===== src/design/error_diffusion_dither_top_defines.svh =====
// Assertion macros used by the one asserting file, error_diffusion_dither_top.
`ifndef ERROR_DIFFUSION_DITHER_TOP_DEFINES_SVH
`define ERROR_DIFFUSION_DITHER_TOP_DEFINES_SVH

// Check that cons holds in the same cycle as ante.
`define EDD_CHECK_NOW(lbl, ante, cons) \
    lbl: assert property (@(posedge i_clk) disable iff (!i_rst_n) (ante) |-> (cons)) \
        else $error("edd check failed");

// Check that cons holds in the cycle after ante.
`define EDD_CHECK_NEXT(lbl, ante, cons) \
    lbl: assert property (@(posedge i_clk) disable iff (!i_rst_n) (ante) |=> (cons)) \
        else $error("edd check failed");

`endif


===== src/design/edd_pkg.sv =====
package edd_pkg;

    typedef logic signed [23:0] t_err;
    typedef logic signed [25:0] t_val;

    typedef struct packed {
        logic       capture;
        logic       sum;
        logic       lum_acc;
        logic       quant;
        logic       mul;
        logic       err;
        logic       upd;
        logic       wr2;
        logic [1:0] ch;
    } t_cmd;

    typedef struct packed {
        logic last_col;
        logic last_row;
        logic diff;
        logic gray;
        logic out_busy;
    } t_stat;

    localparam logic [2:0] CFG_LEVELS = 3'd0;
    localparam logic [2:0] CFG_STEP   = 3'd1;
    localparam logic [2:0] CFG_GRAY   = 3'd2;
    localparam logic [2:0] CFG_WIDTH  = 3'd3;
    localparam logic [2:0] CFG_HEIGHT = 3'd4;

    localparam logic signed [47:0] ERR_MAX = 48'sd8388607;
    localparam logic signed [47:0] ERR_MIN = -48'sd8388608;

    function automatic t_err sat24(input logic signed [47:0] v);
        t_err r;
        if (v > ERR_MAX) begin
            r = 24'sh7FFFFF;
        end else if (v < ERR_MIN) begin
            r = 24'sh800000;
        end else begin
            r = v[23:0];
        end
        return r;
    endfunction

    function automatic logic [16:0] lum_coef(input logic [1:0] ch);
        logic [16:0] r;
        case (ch)
            2'd0:    r = 17'd19661;
            2'd1:    r = 17'd38666;
            2'd2:    r = 17'd7209;
            default: r = 17'd0;
        endcase
        return r;
    endfunction

endpackage


===== src/design/edd_ctrl.sv =====
module edd_ctrl (
    input  logic          i_clk,
    input  logic          i_rst_n,
    input  logic          i_s_tvalid,
    output logic          o_s_tready,
    input  edd_pkg::t_stat i_stat,
    output edd_pkg::t_cmd  o_cmd
);

    localparam logic [2:0] S_IDLE = 3'd0;
    localparam logic [2:0] S_SUM  = 3'd1;
    localparam logic [2:0] S_LUM  = 3'd2;
    localparam logic [2:0] S_QNT  = 3'd3;
    localparam logic [2:0] S_MUL  = 3'd4;
    localparam logic [2:0] S_ERR  = 3'd5;
    localparam logic [2:0] S_UPD  = 3'd6;
    localparam logic [2:0] S_WR2  = 3'd7;

    logic [2:0] r_state, n_state;
    logic [1:0] r_ch, n_ch;

    always_ff @(posedge i_clk) begin
        if (!i_rst_n) begin
            r_state <= S_IDLE;
            r_ch    <= 2'd0;
        end else begin
            r_state <= n_state;
            r_ch    <= n_ch;
        end
    end

    always_comb begin
        n_state = r_state;
        n_ch    = r_ch;
        o_cmd   = '0;
        o_cmd.ch = r_ch;
        case (r_state)
            S_IDLE: begin
                if (i_s_tvalid) begin
                    o_cmd.capture = 1'b1;
                    n_state = S_SUM;
                end
            end
            S_SUM: begin
                o_cmd.sum = 1'b1;
                n_ch = 2'd0;
                n_state = i_stat.gray ? S_LUM : S_QNT;
            end
            S_LUM: begin
                o_cmd.lum_acc = 1'b1;
                if (r_ch == 2'd2) begin
                    n_ch = 2'd0;
                    n_state = S_QNT;
                end else begin
                    n_ch = r_ch + 2'd1;
                end
            end
            S_QNT: begin
                o_cmd.quant = 1'b1;
                n_state = S_MUL;
            end
            S_MUL: begin
                o_cmd.mul = 1'b1;
                n_state = S_ERR;
            end
            S_ERR: begin
                o_cmd.err = 1'b1;
                if (r_ch == 2'd2) begin
                    n_ch = 2'd0;
                    n_state = S_UPD;
                end else begin
                    n_ch = r_ch + 2'd1;
                    n_state = i_stat.gray ? S_ERR : S_QNT;
                end
            end
            S_UPD: begin
                if (!i_stat.out_busy) begin
                    o_cmd.upd = 1'b1;
                    if (i_stat.diff && !i_stat.last_row && i_stat.last_col) begin
                        n_state = S_WR2;
                    end else begin
                        n_state = S_IDLE;
                    end
                end
            end
            S_WR2: begin
                o_cmd.wr2 = 1'b1;
                n_state = S_IDLE;
            end
            default: begin
                n_state = S_IDLE;
            end
        endcase
    end

    assign o_s_tready = (r_state == S_IDLE);

endmodule


===== config.mk =====
export PLATFORM = sky130hd
export DESIGN_NAME = edd_ctrl
export DESIGN_NICKNAME = d
export VERILOG_FILES = /design/src/design/error_diffusion_dither_top_defines.svh /design/src/design/edd_pkg.sv /design/src/design/edd_ctrl.sv
export SDC_FILE = /design/constraint.sdc
export NUM_CORES = 1
export LEC_CHECK = 0
export ABC_CLOCK_PERIOD_IN_PS = 1500
export BUFFER_PORTS_ARGS = -buffer_cell sky130_fd_sc_hd__buf_4
export CORE_MARGIN = 2
export CORE_UTILIZATION = 30
export CTS_BUF_LIST = sky130_fd_sc_hd__clkbuf_8
export CTS_CLUSTER_DIAMETER = 100
export DETAILED_ROUTE_END_ITERATION = 8
export HOLD_SLACK_MARGIN = 0.08
export PLACE_DENSITY = 0.62
export REMOVE_ABC_BUFFERS = 1
export SLEW_MARGIN = 20
export SYNTH_ARGS = -nofsm -noshare
export SYNTH_HDL_FRONTEND = slang
export SYNTH_SLANG_ARGS = --single-unit

===== constraint.sdc =====
create_clock -name i_clk -period 1.5 [get_ports i_clk]
set_clock_uncertainty 0.05 [all_clocks]
set_input_delay 0.225 -clock i_clk [delete_from_list [all_inputs] [get_ports i_clk]]
set_output_delay 0.225 -clock i_clk [all_outputs]
set_load 0.005 [all_outputs]

==> metrics.txt, run 1 <==
final wirelength=1190 microns; Vias/cell=5.21; max-slew violations=0; main combinational cell family by area after synthesis=simple AND/OR/NAND/NOR gates; crit path cell chain=or2b_1 > nor2_1 > buf_4; Starting Density=31.2%; Peak Freq=0.708 GHz; Synth Area in Adders=0%; sequential element share of the synthesized area=22.1%; vias in the first global route=465; fin crit share=94.2%; most frequent cells in the layout=buf_4 (22), nor2_1 (6), inv_1 (4); Initial DRC Count=13; Compound-Gate Fraction of Synth Area=21.3%; number of synthesized flops with an enable pin=0; syn_area_per_cell=7.95 sq um; I/O pin count=19; Core Area=1450 sq um; Crit. End Element=output pin; Pwr Total=1.25 mW; Final Core Density=46.0%; Synth async-reset ratio=0%; min cycle time layout=1.41 ns; TNS Setup=0 ns; Setup violations, final=0; Avg WL per Cell=12.6 microns; initial antenna violation count=0; leading area contributor after synthesis=dfxtp_1; Area growth syn-to-layout=47.5%; P_leak=0.298 nW; Clock Path Buffers=2; TritonCTS buffer count=3; Min-Delay Path Class=input port to flip-flop; CTS H-tree lvls=1; Slowest-stage cell, CP=dfxtp_4; Routed Antenna Nets=0; total setup buffers inserted after CTS=0; Yosys cell types=32; RSZ-0062 raised after global routing=no; fill count=161; Yosys reg bits=5; Die Ht=42.9 microns; share of cells above drive strength 1=43.0%; CTS Sinks=5; Largest delay share family, worst path=flip-flops; Root Buffer=clkbuf_8; Fin Hold WS=0.203 ns; dpl hpwl=889 microns; multiplexer share of the synthesized area=0%; CTS clk-pin slew, worst paths=0.04 ns; post-synth design cell area=453 sq um; FP Rows=14; Max-slew headroom=79.8%; Post-Synth XOR/XNOR Area=0%; max incr delay on CP=0.42 ns; first-pass GRT wire length=1960 microns; Ant. Diodes=0; Worst-Margin Slew=0.302 ns; Post-CTS Hold Buffers=0; max-cap violation count=0; Data required, critical path=1.22 ns; largest net degree at the start of global routing=17; Layout Nets=88; Simple-Gate Fraction of Synth Area=47.0%; port buffer count=18; Clk Latency, worst-skew pair=0.22 ns; main flop type after synthesis=dfxtp_1; Synth area leaders=dfxtp_1 (22%), a211oi_1 (5.0%), nor2_1 (5.0%); Area after DPL=609 sq um; Pwr per Cell Area=1880 nW/um^2; Die ar.=1840 sq um; VDD IR-drop max=0.000734 V; Yosys Warn Count=0; Die Width=42.9 microns; Congestion Overflow GR=0; Yosys top cell area share=22.1%; Placer Congestion=0.737; CTS tree=done; Startpoint Class=flip-flop; crit path max fanout=16; critical path class=flip-flop to output pin; Final Cell Area=668 sq um; Final Hold Viols=0; Residual DRC=0; synthesized instance count=57; most common cell after layout, fill and taps aside=buf_4; worst path bufs/invs=1; vias after detailed routing=495; status=complete, no violations; global router's overall resource usage=14.0%; Pre-antenna DRT Iters=3; CP Data Arrival Time=1.14 ns
metal layers:
layer / GRT usage (%) / vias to the layer above / share of wire, %
met3: 1.28 / 2 / 5.4
met4: 7.50 / 0 / 1.2
met1: 17.5 / 224 / 45
li1: - / 251 / -
met2: 23.3 / 18 / 49
met5: 0 / - / 0
cell type report:
class	count	area (sq um)	share of cell area [%]
clock inverter	1	3.75	0.562
clock buffer	3	41.3	6.18
inverter	4	15.0	2.25
multi-input combinational	44	314	47.0
timing repair buffer	22	165	24.7
tap	16	20.0	3.00
sequential	5	109	16.3
flip-flops by register name, summed over array words and instances, names as in the netlist:
signal / count
r_state: 3
r_ch: 2
Yosys cell counts, drive strengths merged, types with 2 or more instances:
master and instances:
nor2 6, dfxtp 5, buf 4, inv 4
nand2b 4, a211oi 3, nand3 3, nor3 3
or2b 3, a21oi 2, nand3b 2, nor2b 2
stage by stage:
stage	std cells	worst slack (ns)
2_1_floorplan	53	0.183
3_3_place_gp	91	0.0976
3_5_place_dp	91	0.0292
4_1_cts	95	0.000795
5_1_grt	95	0.00962
6_report	95	0.0871
report_power, final:
part / total, mW / internal [mW] / switching, mW / leakage [nW]
logic: 0.646 / 0.382 / 0.264 / 0.229
registers: 0.369 / 0.208 / 0.161 / 0.0429
clock network: 0.239 / 0.175 / 0.0640 / 0.0269
total: 1.25 / 0.765 / 0.489 / 0.298
timing repair:
action,in CTS,in global routing
resized for setup,2,4
hold endpoints to repair,0,0
endpoints found under the setup margin,7,6
pin swaps,0,0
kinds of logic (layout without fill, tap and decap cells):
group / count (synthesis) / after routing
AO/OA/AOI/OAI: 12 / 12
buffers and inverters: 8 / 30
AND/OR/NAND/NOR: 32 / 32
flip-flops: 5 / 5
path summary, 6_finish.rpt:
kind                           start                       to  slack (ns)  cells after the start
max          r_state[1]$_SDFFE_PN0P_                 o_cmd[3]        0.09                      3
min                          i_rst_n  r_state[1]$_SDFFE_PN0P_        0.20                      2
max reg2reg     r_ch[1]$_SDFFE_PN0P_  r_state[1]$_SDFFE_PN0P_        0.24                      3
min reg2reg  r_state[0]$_SDFFE_PN0P_     r_ch[0]$_SDFFE_PN0P_        0.55                      1
Note: power is estimated with default switching activity, not from simulation.
==> run 2: changes to the inputs <==
--- a/config.mk
+++ b/config.mk
@@ -9,7 +9,7 @@
 export BUFFER_PORTS_ARGS = -buffer_cell sky130_fd_sc_hd__buf_4
 export CORE_MARGIN = 2
 export CORE_UTILIZATION = 30
-export CTS_BUF_LIST = sky130_fd_sc_hd__clkbuf_8
+export CTS_BUF_LIST = sky130_fd_sc_hd__clkbuf_4 sky130_fd_sc_hd__clkbuf_8
 export CTS_CLUSTER_DIAMETER = 100
 export DETAILED_ROUTE_END_ITERATION = 8
 export HOLD_SLACK_MARGIN = 0.08
==> metrics.txt, run 2 (synthesis gave the netlist of run 1 again) <==
status=complete, no violations; Pre-antenna DRT Iters=4; crit path max fanout=16; CTS clk-pin slew, worst paths=0.05 ns; most common cell after layout, fill and taps aside=buf_4; Setup WS post-layout=0.0715 ns; Congestion Overflow GR=0; Routed Antenna Nets=0; vias after detailed routing=495; share of cells above drive strength 1=44.3%; CP startpoint=r_state[1]$_SDFFE_PN0P_; Pwr per Cell Area=1820 nW/um^2; TritonCTS buffer count=3; Slowest-stage cell, CP=dfxtp_4; max incr delay on CP=0.42 ns; Clock Path Buffers=2; Die Width=42.9 microns; final wirelength=1180 microns; worst r2r src=r_state[0]$_SDFFE_PN0P_; Final Hold Viols=0; Layout Nets=88; largest net degree at the start of global routing=17; Worst R2R Setup Slack=0.24 ns; critical path class=flip-flop to output pin; total setup buffers inserted after CTS=0; Peak Freq=0.700 GHz; TNS Setup=0 ns; dpl hpwl=889 microns; max reg flops=3; Vias/cell=5.21; Crit path depth=3; Area after DPL=609 sq um; Min-Delay Path Class=input port to flip-flop; RSZ-0062 raised after global routing=yes; CTS tree=done; FP Rows=14; global router's overall resource usage=13.6%; Starting Density=31.2%; Clk Latency, worst-skew pair=0.24 ns; CTS Sinks=5; VDD IR-drop max=0.000786 V; max-cap violation count=0; I/O pin count=19; Setup violations, final=0; Biggest register=r_state; pre-CTS WS=0.0292 ns; Post-CTS Hold Buffers=0; most frequent cells in the layout=buf_4 (22), nor2_1 (6), clkbuf_4 (4); CTS H-tree lvls=1; worst path bufs/invs=1; min cycle time layout=1.43 ns; Largest delay share family, worst path=flip-flops; Worst setup endpoint=o_cmd[3]; P_leak=0.290 nW; crit path cell chain=or2b_1 > nor2_1 > buf_4; Core Area=1450 sq um; Data required, critical path=1.22 ns; Reg2Reg Depth=3; Final Core Density=44.9%; Die Ht=42.9 microns; fin crit share=95.2%; Avg WL per Cell=12.5 microns; Die ar.=1840 sq um; Residual DRC=0; Ant. Diodes=0; Area growth syn-to-layout=44.2%; Worst-Margin Slew=0.302 ns; max-slew violations=0; Max-slew headroom=79.8%; vias in the first global route=463; reg2reg end=r_state[0]$_SDFFE_PN0P_; Startpoint Class=flip-flop; CP Data Arrival Time=1.15 ns; Placer Congestion=0.737; Final Cell Area=653 sq um; Crit. End Element=output pin; Initial DRC Count=8; Root Buffer=clkbuf_4; initial antenna violation count=0; port buffer count=18; largest registers=r_state x3, r_ch x2; first-pass GRT wire length=1930 microns
==> run 2: layout make-up <==
type | instances | area (sq um)
Sequential cell | 5 | 109
Fill cell | 166 | 801
Clock buffer | 4 | 30.0
Multi-Input combinational cell | 44 | 314
Inverter | 4 | 15.0
Tap cell | 16 | 20.0
Timing Repair Buffer | 22 | 165
==> run 2: worst min path at each step <==
| stage | to | slack [ns] | start | depth (start not counted) |
|---|---|---|---|---|
| after floorplan | r_state[1]$_SDFFE_PN0P_ | 0.30 | i_rst_n | 1 |
| after global placement | r_state[1]$_SDFFE_PN0P_ | 0.43 | i_rst_n | 2 |
| after detailed placement | r_state[1]$_SDFFE_PN0P_ | 0.42 | i_rst_n | 2 |
| after CTS | r_state[1]$_SDFFE_PN0P_ | 0.18 | i_rst_n | 2 |
| after global routing | r_state[1]$_SDFFE_PN0P_ | 0.19 | i_rst_n | 2 |
| final | r_state[1]$_SDFFE_PN0P_ | 0.18 | i_rst_n | 2 |
==> run 2: worst reg2reg max path, stage by stage (launching register included) <==
cell	delay, ns
dfxtp_2	0.37
or4_1	0.55
nand3_1	0.12
nor4_2	0.05
==> run 2: timing repair <==
action / in CTS / in global routing
gates resized for setup: 3 / 3
gates cloned: 0 / 0
pin swaps: 0 / 1
hold endpoints to repair: 0 / 0
setup endpoints to repair: 8 / 6
==> run 2: power breakdown <==
part           leakage (nW)  internal [mW]  switching [mW]
clock                0.0184          0.119          0.0561
sequential           0.0429          0.207           0.160
combinational         0.228          0.383           0.264
total                 0.290          0.709           0.480
==> run 2: layer usage <==
layer | share of wire (%) | wire, microns | up-vias | GRT usage, %
met5 | 0 | 0 | - | 0
met1 | 44 | 525 | 228 | 17.2
met3 | 5.2 | 62 | 0 | 0
met4 | 0 | 0 | 0 | 7.50
li1 | - | - | 250 | -
met2 | 50 | 595 | 17 | 23.3
==> run 2: metrics by stage <==
step	cells	power, mW	hold slack (ns)
after CTS	95	1.18	0.179
after global routing	95	1.28	0.192
after global placement	91	0.982	0.426
final	95	1.19	0.178
after floorplan	53	0.673	0.303
after detailed placement	91	0.990	0.421
